[config.mk]
export PLATFORM = sky130hd
export DESIGN_NAME = tti_blend
export DESIGN_NICKNAME = d
export VERILOG_FILES = /design/src/hw/rtl/tti_pkg.sv /design/src/hw/rtl/tti_blend.sv
export SDC_FILE = /design/constraint.sdc
export NUM_CORES = 2
export LEC_CHECK = 0
export BUFFER_PORTS_ARGS = -buffer_cell sky130_fd_sc_hd__clkbuf_2
export CAP_MARGIN = 5
export CORE_ASPECT_RATIO = 0.5
export CORE_MARGIN = 5
export CORE_UTILIZATION = 55
export CTS_CLUSTER_SIZE = 14
export DETAILED_ROUTE_END_ITERATION = 10
export PLACE_DENSITY = 0.75
export SLEW_MARGIN = 20
export SYNTH_ARGS = -nofsm -noshare
export SYNTH_HDL_FRONTEND = slang
export SYNTH_SLANG_ARGS = --single-unit
[constraint.sdc]
create_clock -name i_clk -period 5.71 [get_ports i_clk]
set_input_delay 1.142 -clock i_clk [delete_from_list [all_inputs] [get_ports i_clk]]
set_output_delay 1.142 -clock i_clk [all_outputs]
set_load 0.02 [all_outputs]
[src/hw/rtl/tti_pkg.sv]
// Shared constants, types and helper functions for the trajectory time interpolator.
// No dependencies; every other file in hw/rtl imports this package.
package tti_pkg;

    localparam int HISTORY_DEPTH   = 64;
    localparam int RATIO_FRAC_BITS = 16;
    localparam int PTR_W           = $clog2(HISTORY_DEPTH);
    localparam int CNT_W           = $clog2(HISTORY_DEPTH + 1);
    localparam int TIME_W          = 63;
    localparam int POS_W           = 32;

    localparam logic ACT_PUSH  = 1'b0;
    localparam logic ACT_QUERY = 1'b1;

    localparam logic STAT_OK    = 1'b0;
    localparam logic STAT_EMPTY = 1'b1;

    typedef struct packed {
        logic [TIME_W-1:0]       tstamp;
        logic signed [POS_W-1:0] x;
        logic signed [POS_W-1:0] y;
        logic signed [POS_W-1:0] z;
    } t_entry;

    typedef struct packed {
        logic                    status;
        logic signed [POS_W-1:0] x;
        logic signed [POS_W-1:0] y;
        logic signed [POS_W-1:0] z;
    } t_result;

    typedef enum logic [2:0] {
        S_IDLE,
        S_WALK,
        S_PREP,
        S_DIV,
        S_BLEND,
        S_BWAIT,
        S_OUT
    } t_state;

    typedef enum logic [1:0] {
        AXIS_X,
        AXIS_Y,
        AXIS_Z
    } t_axis;

    // Physical slot of logical entry k, counted from the oldest entry.
    function automatic logic [PTR_W-1:0] f_slot(input logic [PTR_W-1:0] oldest,
                                                 input logic [CNT_W-1:0] k);
        logic [CNT_W:0] sum;
        sum = (CNT_W + 1)'(oldest) + (CNT_W + 1)'(k);
        if (sum >= (CNT_W + 1)'(HISTORY_DEPTH)) begin
            sum = sum - (CNT_W + 1)'(HISTORY_DEPTH);
        end
        return sum[PTR_W-1:0];
    endfunction

endpackage

[src/hw/rtl/tti_blend.sv]
// Shared blend unit: (cur * 2^F + (past - cur) * r + 2^(F-1)) >> F, one coordinate per start.
// Three-stage pipeline (difference, multiply, round); depends on tti_pkg.
module tti_blend import tti_pkg::*;
(
    input  logic                       i_clk,
    input  logic                       i_rst_n,
    input  logic                       i_start,
    input  logic signed [POS_W-1:0]    i_cur,
    input  logic signed [POS_W-1:0]    i_past,
    input  logic [RATIO_FRAC_BITS-1:0] i_ratio,
    output logic                       o_done,
    output logic signed [POS_W-1:0]    o_value
);
    localparam int PROD_W = POS_W + 1 + RATIO_FRAC_BITS + 1;
    localparam int SUM_W  = PROD_W + 1;

    logic                       r_v1, r_v2, r_v3;
    logic signed [POS_W:0]      r_d;
    logic [POS_W-1:0]           r_c1, r_c2;
    logic [RATIO_FRAC_BITS-1:0] r_r;
    logic signed [PROD_W-1:0]   r_p;
    logic [POS_W-1:0]           r_val;

    logic [SUM_W-1:0] cur_sh;
    logic [SUM_W-1:0] prod_ext;
    logic [SUM_W-1:0] sum;

    always_comb begin
        cur_sh   = {{(SUM_W - POS_W - RATIO_FRAC_BITS){r_c2[POS_W-1]}}, r_c2,
                    {RATIO_FRAC_BITS{1'b0}}};
        prod_ext = {{(SUM_W - PROD_W){r_p[PROD_W-1]}}, r_p};
        sum      = cur_sh + prod_ext + (SUM_W'(1) << (RATIO_FRAC_BITS - 1));
    end

    always_ff @(posedge i_clk) begin
        if (!i_rst_n) begin
            r_v1 <= 1'b0;
            r_v2 <= 1'b0;
            r_v3 <= 1'b0;
        end else begin
            r_v1 <= i_start;
            r_v2 <= r_v1;
            r_v3 <= r_v2;
        end
    end

    always_ff @(posedge i_clk) begin
        r_d   <= $signed({i_past[POS_W-1], i_past}) - $signed({i_cur[POS_W-1], i_cur});
        r_c1  <= i_cur;
        r_r   <= i_ratio;
        r_p   <= PROD_W'(r_d) * PROD_W'($signed({1'b0, r_r}));
        r_c2  <= r_c1;
        r_val <= sum[RATIO_FRAC_BITS +: POS_W];
    end

    assign o_done  = r_v3;
    assign o_value = $signed(r_val);
endmodule

==> metrics.md <==
| Metric | Value |
|---|---|
| PnR worst setup slack | -276.8 ps |
| Most used routing layer | met2 |
| Slew Limit Fails | 0 |
| Root buffer cell | clkbuf_16 |
| GRT overflow | 0 |
| FMAX | 167.0 MHz |
| Post-DP HPWL | 46360 um |
| Mapped Area | 24090 um^2 |
| Area leader, netlist | fa_1 |
| CP Launch Point | r_r[6] |
| Antenna-violating nets left | 0 |
| Setup crit end kind | flip-flop |
| Most frequent cell after synthesis | inv_1 |
| # fillers | 3232 |
| Failing checks | setup timing |
| Inst Count DP | 3420 |
| Met1 Use GR | 0.2853 |
| CTS sink cnt | 181 |
| Iteration-0 DRC Markers | 1102 |
| Max-slew headroom | 0.3701 |
| Avg Synthesized Cell Area | 9.347 um^2 |
| Core Footprint | 43440 um^2 |
| Post-synth cell types | 61 |
| Met2 usage | 0.4584 |
| Warnings from Yosys | 0 |
| Synth area leaders | fa_1 41%, dfxtp_1 15%, inv_1 9.6%, ha_1 9.1%, and2_1 6.2% |
| Post-CTS Hold Buffers | 0 |
| Worst setup SP type | flip-flop |
| Hold Fails Final Rpt | 0 |
| Vias per cell | 5.249 |
| Htree depth | 4 |
| Main synth FF type | dfxtp_1 |
| Multi-input logic area | 18510 um^2 |
| Post-layout util | 0.6681 |
| Final critical-path share of the clock period | 1.048 |
| Initial antenna violation count | 0 |
| Setup violators final | 25 |
| Final nets | 3644 |
| Sequential area share after synthesis | 0.1504 |
| First-pass GRT wire length | 95620 um |
| RePlAce Congestion | 0.8742 |
| Worst skew pair latency | 460 ps |
| Synth-to-layout area growth | 20.50% |
| Hold_sp | r_c1[1] |
| Max-Cap Viols | 0 |
| CTS tree | done |
| Vias in the first global route | 19830 |
| Placement row count | 54 |
| Die ar. | 48340 um^2 |
| WL final | 60140 um |
| Commonest cells in the netlist | 615 x inv_1, 491 x fa_1, 331 x nand2_1, 237 x and2_1, 181 x dfxtp_1 |
| Post-Syn Nets | 3326 |
| Vert. Die Dim | 158.0 um |
| R2R Path Start | r_r[6] |
| Inserted Clock Buffers | 17 |
| IO Port Bufs | 115 |
| CP max FO | 7 |
| Register area | 3674 um^2 |
| Layout cell share with drive strength beyond 1 | 0.1953 |
| Initial core utilization | 0.5545 |
| Final min period | 5987 ps |
| Io pins | 116 |
| Final Instance Count excl. Fillers | 3496 |
| Setup CP Type | flip-flop to flip-flop |
| Worst hold path type | flip-flop to flip-flop |
| Longest Clk Path Bufs | 2 |
| Post-DR wirelength/cell | 17.20 um |
| Crit path required time | 6060 ps |
| Status | finished with violations |
| # DRC | 0 |
| Critical path arrival | 6330 ps |
| Largest net degree at the start of global routing | 33 |
| Top-area cell type share of the netlist area | 0.4081 |
| RSZ-0062 raised after global routing | true |
| First-pass iteration count of the detailed router | 6 |
| Async SR Flop Fraction | 0 |
| Number of enable flip-flop cells after synthesis | 0 |
| Synth Register Bits | 181 |
| Met3 Use GR | 0.03529 |
| Die X-Extent | 306.0 um |
| GRT Total Usage | 0.2481 |
| Worst-path clk slew | 80 ps |
| Vias | 18350 |
| Syn Inst Count | 2577 |
| N_diodes | 0 |
| Clk_skew | 10.80 ps |
| Worst-margin pin slew | 931.7 ps |
state kept, by name (all words and copies together) (netlist names):
name and cells:
r_p 33, o_value 32, r_r 16, r_c1 32
r_v1 1, r_v2 1, r_c2 32, o_done 1
r_d 33
final cells by class:
class | instances | area share
clock buffers | 17 | 0.01466
clock inverters | 15 | 0.006251
inverters | 615 | 0.07953
multi-input cells | 1700 | 0.6376
flip-flops and latches | 181 | 0.1266
well taps | 588 | 0.02535
repair buffers | 380 | 0.1101
cell families after synthesis:
| logic type | after synthesis | synth area share |
|---|---|---|
| AOI/OAI and AO/OA | 219 | 0.06041 |
| DFF | 181 | 0.1504 |
| adders and majority gates | 666 | 0.4990 |
| buffers and inverters | 696 | 0.1085 |
| and+or+nand+nor | 709 | 0.1432 |
| xor gates and xnor gates | 106 | 0.03854 |
cells in the final DEF, fill, tap and decap left out, types with 16 or more instances in the layout:
| master | netlist | layout |
|---|---|---|
| a21o_1 | 22 | 22 |
| a21oi_1 | 63 | 54 |
| and2_1 | 237 | 227 |
| buf_12 | 0 | 34 |
| buf_4 | 0 | 212 |
| clkbuf_16 | 0 | 21 |
| clkbuf_2 | 0 | 115 |
| dfxtp_1 | 181 | 155 |
| dfxtp_2 | 0 | 19 |
| fa_1 | 491 | 467 |
| fa_2 | 0 | 24 |
| ha_1 | 175 | 155 |
| ha_4 | 0 | 19 |
| inv_1 | 615 | 600 |
| nand2_1 | 331 | 324 |
| nor2_1 | 55 | 46 |
| nor2b_1 | 18 | 17 |
| o21a_1 | 17 | 16 |
| o21ai_0 | 23 | 21 |
| xnor2_1 | 79 | 76 |
| xor2_1 | 27 | 27 |
through the flow:
step	hold slack [ps]	setup slack [ps]	area, um^2	setup TNS [ps]
finish	318.0	-276.8	29030	-4162
global route	322.0	-455.1	29030	-9433
CTS	322.4	-222.7	28390	-3530
detailed placement	312.1	-615.0	27180	-9053
global placement	309.7	-446.5	27180	-5172
floorplan	309.6	3.519	24150	0
timing repair:
item / CTS / global route
pin swaps: 63 / 80
gates cloned: 4 / 4
buffers inserted: 18 / 20
setup endpoints to repair: 29 / 32
gates resized for setup: 107 / 82
final timing paths:
kind,to,slack (ps),cells after the start
hold reg to reg,r_c2[1],320,0
hold / removal,r_c2[1],320,0
setup reg to reg,r_p[47],-280,24
setup / recovery,r_p[47],-280,24
per-layer routing:
metal  up-vias  part of all wire
met3       205             0.053
met2       622              0.52
li1       8288                 -
met1      9235              0.37
met4         0             0.056
met5         -                 0
critical path, cell delays in order, from the launching register on:
cell and delay (ps):
dfxtp_4 360, buf_12 150, buf_16 140, and2_1 150, fa_1 540, inv_1 60
fa_1 460, fa_1 420, inv_1 90, fa_1 440, fa_1 570, inv_1 60
fa_1 480, inv_1 70, ha_4 270, nand4_1 110, nor2_2 130, o2111ai_2 160
o21a_4 260, a211oi_4 230, buf_6 170, o21ai_4 90, o2111ai_4 230, a21oi_2 80
xnor2_1 120
Power is not shown: default switching activity piles up to over one toggle a cycle in this logic, so the estimate is an artifact.
