===== config.mk =====
export PLATFORM = sky130hd
export DESIGN_NAME = tti_div
export DESIGN_NICKNAME = d
export VERILOG_FILES = /design/src/hw/rtl/tti_pkg.sv /design/src/hw/rtl/tti_div.sv
export SDC_FILE = /design/constraint.sdc
export NUM_CORES = 1
export LEC_CHECK = 0
export BUFFER_PORTS_ARGS = -buffer_cell sky130_fd_sc_hd__buf_2
export CELL_PAD_IN_SITES_DETAIL_PLACEMENT = 0
export CELL_PAD_IN_SITES_GLOBAL_PLACEMENT = 1
export CORE_MARGIN = 1.5
export CORE_UTILIZATION = 46
export CTS_BUF_LIST = sky130_fd_sc_hd__clkbuf_8
export CTS_CLUSTER_SIZE = 20
export DETAILED_ROUTE_END_ITERATION = 10
export PLACE_DENSITY_LB_ADDON = 0.15
export SYNTH_ARGS = -nofsm -noshare
export SYNTH_HDL_FRONTEND = slang
export SYNTH_SLANG_ARGS = --single-unit

===== constraint.sdc =====
create_clock -name i_clk -period 4.35 [get_ports i_clk]
set_clock_uncertainty 0.05 [all_clocks]
set_input_delay 1.305 -clock i_clk [delete_from_list [all_inputs] [get_ports i_clk]]
set_output_delay 1.305 -clock i_clk [all_outputs]
set_load 0.01 [all_outputs]

===== src/hw/rtl/tti_pkg.sv =====
// Shared constants, types and helper functions for the trajectory time interpolator.
// No dependencies; every other file in hw/rtl imports this package.
package tti_pkg;

    localparam int HISTORY_DEPTH   = 64;
    localparam int RATIO_FRAC_BITS = 16;
    localparam int PTR_W           = $clog2(HISTORY_DEPTH);
    localparam int CNT_W           = $clog2(HISTORY_DEPTH + 1);
    localparam int TIME_W          = 63;
    localparam int POS_W           = 32;

    localparam logic ACT_PUSH  = 1'b0;
    localparam logic ACT_QUERY = 1'b1;

    localparam logic STAT_OK    = 1'b0;
    localparam logic STAT_EMPTY = 1'b1;

    typedef struct packed {
        logic [TIME_W-1:0]       tstamp;
        logic signed [POS_W-1:0] x;
        logic signed [POS_W-1:0] y;
        logic signed [POS_W-1:0] z;
    } t_entry;

    typedef struct packed {
        logic                    status;
        logic signed [POS_W-1:0] x;
        logic signed [POS_W-1:0] y;
        logic signed [POS_W-1:0] z;
    } t_result;

    typedef enum logic [2:0] {
        S_IDLE,
        S_WALK,
        S_PREP,
        S_DIV,
        S_BLEND,
        S_BWAIT,
        S_OUT
    } t_state;

    typedef enum logic [1:0] {
        AXIS_X,
        AXIS_Y,
        AXIS_Z
    } t_axis;

    // Physical slot of logical entry k, counted from the oldest entry.
    function automatic logic [PTR_W-1:0] f_slot(input logic [PTR_W-1:0] oldest,
                                                 input logic [CNT_W-1:0] k);
        logic [CNT_W:0] sum;
        sum = (CNT_W + 1)'(oldest) + (CNT_W + 1)'(k);
        if (sum >= (CNT_W + 1)'(HISTORY_DEPTH)) begin
            sum = sum - (CNT_W + 1)'(HISTORY_DEPTH);
        end
        return sum[PTR_W-1:0];
    endfunction

endpackage


===== src/hw/rtl/tti_div.sv =====
// Restoring fractional divider: floor(num * 2^F / den), one quotient bit per cycle.
// Depends on tti_pkg; requires num < den.
module tti_div import tti_pkg::*;
(
    input  logic                       i_clk,
    input  logic                       i_rst_n,
    input  logic                       i_start,
    input  logic [TIME_W-1:0]          i_num,
    input  logic [TIME_W-1:0]          i_den,
    output logic                       o_done,
    output logic [RATIO_FRAC_BITS-1:0] o_quo
);
    localparam int CW = $clog2(RATIO_FRAC_BITS + 1);

    logic [TIME_W-1:0]          r_rem;
    logic [TIME_W-1:0]          r_den;
    logic [RATIO_FRAC_BITS-1:0] r_quo;
    logic [CW-1:0]              r_cnt;
    logic                       r_busy;
    logic                       r_done;

    logic [TIME_W:0] sh;
    logic [TIME_W:0] diff;
    logic            ge;

    always_comb begin
        sh   = {r_rem, 1'b0};
        ge   = (sh >= {1'b0, r_den});
        diff = sh - {1'b0, r_den};
    end

    always_ff @(posedge i_clk) begin
        if (!i_rst_n) begin
            r_busy <= 1'b0;
            r_done <= 1'b0;
            r_cnt  <= '0;
        end else begin
            r_done <= 1'b0;
            if (i_start) begin
                r_busy <= 1'b1;
                r_cnt  <= CW'(RATIO_FRAC_BITS);
            end else if (r_busy) begin
                r_cnt <= r_cnt - CW'(1);
                if (r_cnt == CW'(1)) begin
                    r_busy <= 1'b0;
                    r_done <= 1'b1;
                end
            end
        end
    end

    always_ff @(posedge i_clk) begin
        if (i_start) begin
            r_rem <= i_num;
            r_den <= i_den;
            r_quo <= '0;
        end else if (r_busy) begin
            r_rem <= ge ? diff[TIME_W-1:0] : sh[TIME_W-1:0];
            r_quo <= {r_quo[RATIO_FRAC_BITS-2:0], ge};
        end
    end

    assign o_done = r_done;
    assign o_quo  = r_quo;
endmodule


==> Implementation_results.wiki <==
{| class="wikitable"
! Metric !! Value
|-
| Cell Chain, Critical Path || fa_1 > a211oi_1 > o21ai_1 > nand2_1 > o211ai_2 > a21oi_2 > o311a_1 > o31a_2 > buf_12 > nor2_1 > a211oi_1 > a21oi_1
|-
| Cell type contributing the most total cell area after synthesis || edfxtp_1
|-
| Drt drc || 0
|-
| TritonCTS Buffers || 17
|-
| Via count of the first global-routing pass || 8179
|-
| First-pass GRT wire length || 41500 microns
|-
| Number of antenna violations at the first check in global routing || 1
|-
| Worst-case hold slack || 0.455 ns
|-
| Register bit total from synthesis || 149
|-
| Root buf cell || clkbuf_8
|-
| Postcts setup bufs || 0
|-
| FF-to-FF End || r_rem[34]
|-
| Mean cell area of the mapped netlist || 9.08 sq um
|-
| Routed WL || 25900 microns
|-
| Total standard cell area after synthesis || 10100 sq um
|-
| Pin count of the biggest net entering global routing || 100
|-
| CP top delay family || compound AO/OA/AOI/OAI gates
|-
| Final Max Slew Viols || 0
|-
| Residual antenna-violating net count after detailed routing || 0
|-
| Horizontal extent of the die || 151 microns
|-
| Overall routing resource usage || 23.4%
|-
| Beginning of the critical path || r_rem[0]
|-
| Hold Path Class || flop to flop
|-
| Biggest area contributors in the synthesized netlist || edfxtp_1, ha_1, a21oi_1
|-
| Detailed-route wire length per cell || 16.9 microns
|-
| Max Fanout on Critical Path || 39
|-
| FF-to-FF setup slack || 0.49 ns
|-
| Area overhead of the layout relative to synthesis || 13.7%
|-
| Fraction of met1 tracks used by global routing || 33.5%
|-
| Boundary Pins || 146
|-
| Post-CTS resize count || 0
|-
| Syn Nets || 1310
|-
| Number of detailed-routing iterations run before antenna repair || 5
|-
| Maximum vdd ir drop || 0.202 mV
|-
| Starting utilization of the core area || 46.7%
|-
| Final-report setup violation count || 0
|-
| Number of failing hold endpoints at the final stage || 0
|-
| Maximum level of the CTS H-tree || 4
|-
| Clk sink count || 149
|-
| Final Net Count || 1433
|-
| Min setup slack post-route || 0.487 ns
|-
| Congestion Overflow GR || 0
|-
| Kind of end point of the critical path || flop
|-
| Worst Path Required || 4.50 ns
|-
| Placement Cell Area || 11100 sq um
|-
| Achievable clock frequency || 0.259 GHz
|-
| Crit path buffers/inverters || 1
|-
| Antenna diodes || 0
|-
| Arrival time reported for the critical path endpoint || 4.01 ns
|-
| Count of cell instances traversed by the critical path || 12
|-
| Filler cell count in the final layout || 2088
|-
| GR Util met3 || 3.80%
|-
| Yosys top cell area share || 37.4%
|-
| Placeable core region || 21700 sq um
|-
| Number of port buffers || 145
|-
| Die outline height || 151 microns
|-
| Floorplan row count || 54
|-
| Number of violations of the max-capacitance limit || 0
|-
| Most frequent cell after synthesis || a21oi_1
|-
| Maximum buffer depth of the clock tree || 2
|-
| Worst reg2reg startpoint || r_rem[0]
|-
| Final-layout setup total negative slack || 0 ns
|-
| Clock transition at the registers of the reported paths || 0.10 ns
|-
| Sequential-to-total area share from yosys stat || 41.9%
|-
| Remaining max-slew budget at the tightest pin || 24.5%
|-
| First DRT Iteration DRCs || 433
|-
| Number of synthesis warnings || 0
|-
| Gate count of the mapped netlist || 1115
|-
| Routability cong. || 0.939
|-
| Post-route fraction of the period consumed by the critical path || 88.8%
|-
| Power per cell area || 533 nW/um^2
|-
| Startpoint Class || flop
|-
| DP HPWL || 19300 microns
|-
| Vias per cell || 5.58
|-
| Clk Latency, worst-skew pair || 0.48 ns
|-
| Top post-synthesis cells by count || a21oi_1, edfxtp_1, nor2_1
|-
| Biggest cell delay along the critical path || 0.52 ns
|-
| Worst Reg-to-Reg Cells || 12
|-
| Die Footprint || 22900 sq um
|-
| Fraction of layout cells with a size suffix above 1 || 17.3%
|-
| CTS tree || built
|-
| Most utilized layer in the global route result || met2
|-
| Met2 global-route usage || 36.5%
|-
| Post-synth top flop || edfxtp_1
|-
| Number of vias in the routed layout || 8543
|-
| Worst-case setup slack after placement || 0.567 ns
|-
| Most used cell along the critical path || a211oi_1
|-
| RSZ-0062 raised after global routing || false
|-
| Final critical-path required period || 3.86 ns
|-
| Post-Place Cells || 1499
|-
| Async SR Flop Fraction || 0%
|-
| Crit path to || r_rem[34]
|-
| Transition time at the pin with the least slew margin || 1.13 ns
|-
| Kind of critical path || flop to flop
|-
| Run status || completed
|-
| Post-cts hold buffer count || 0
|-
| Count of non-filler cells in the finished layout || 1531
|-
| Critical Path Slowest Stage Cell || fa_1
|-
| Leakage power figure || 4.95 nW
|-
| EDFF count, synth || 126
|-
| Fin area || 11500 sq um
|-
| Library cells used by synthesis || 68
|}
cell families (layout without fill, tap and decap cells):
logic type / count (synthesis) / in the layout / share of synthesized area, %
buffers and inverters: 155 / 291 / 5.91
DFF: 149 / 149 / 41.9
AOI/OAI and AO/OA: 345 / 345 / 21.1
adders and majority gates: 66 / 66 / 8.23
xor gates and xnor gates: 54 / 54 / 4.67
muxes: 36 / 36 / 3.76
and+or+nand+nor: 310 / 310 / 14.4
metal layers:
metal | part of all wire, % | wire [microns] | up-vias
met5 | 0.050 | 13 | -
met4 | 1.0 | 259 | 2
met3 | 4.8 | 1240 | 25
met2 | 44 | 11400 | 217
met1 | 50 | 13000 | 4002
li1 | - | - | 4297
stage by stage:
step / power, W / util [%]
after floorplan: 0.00425 / -
after detailed placement: 0.00502 / 51.3
after CTS: 0.00615 / 53.1
after global placement: 0.00502 / 51.3
after global routing: 0.00660 / 53.1
final: 0.00613 / 53.1
state kept, by name, indices dropped and copies added (netlist names):
| register | count |
|---|---|
| r_busy | 1 |
| r_den | 63 |
| o_quo | 16 |
| r_rem | 63 |
| r_cnt | 5 |
| o_done | 1 |
final cells by class:
class / count / area, sq um / share of cell area [%]
well taps: 280 / 350 / 3.04
clock inverters: 14 / 145 / 1.26
flip-flops and latches: 149 / 4240 / 36.9
inverters: 104 / 390 / 3.39
multi-input cells: 811 / 5290 / 46.0
clock buffers: 18 / 248 / 2.15
repair buffers: 155 / 845 / 7.34
worst reg2reg max path, stage by stage, from the launching register on:
cell and delay, ns:
edfxtp_1 0.45, fa_1 0.52, a211oi_1 0.32, o21ai_1 0.18, nand2_1 0.10, o211ai_2 0.13
a21oi_2 0.33, o311a_1 0.29, o31a_2 0.46, buf_12 0.27, nor2_1 0.09, a211oi_1 0.34
a21oi_1 0.07
layout by cell type (no fill, tap or decap), types with 6 or more instances in the layout:
cell type,instances
ha_1,65
a21o_1,24
edfxtp_1,126
nand2b_1,13
nand2_1,78
o31ai_1,10
buf_4,7
a31oi_1,7
clkbuf_8,18
xnor2_1,29
xor2_1,25
a21oi_1,146
nor3b_1,7
dfxtp_1,23
inv_1,104
mux2i_1,20
nor3_1,19
a211oi_1,28
nand3_1,20
nor2_1,109
mux2_2,16
inv_6,6
o21bai_1,13
nor2b_1,14
o21ai_0,59
a221o_1,6
a21boi_0,8
nand4_1,22
buf_2,144
where the power goes:
| part | total (W) | internal, W | switching (W) |
|---|---|---|---|
| sequential | 0.00199 | 0.00186 | 0.000132 |
| clock | 0.00110 | 0.000447 | 0.000658 |
| combinational | 0.00304 | 0.00120 | 0.00184 |
| total | 0.00613 | 0.00351 | 0.00263 |
how the worst min path moves through the flow:
stage          cells past startpoint  slack [ns]   endpoint  startpoint
6_report                           2        0.46   r_cnt[1]    r_cnt[1]
5_1_grt                            2        0.51   o_quo[5]    o_quo[4]
4_1_cts                            2        0.46   r_cnt[1]    r_cnt[1]
3_5_place_dp                       2        0.44   r_cnt[1]    r_cnt[1]
3_3_place_gp                       2        0.43  o_quo[15]   o_quo[15]
2_1_floorplan                      2        0.42   r_cnt[1]    r_cnt[1]
(Power assumes the default switching activity.)
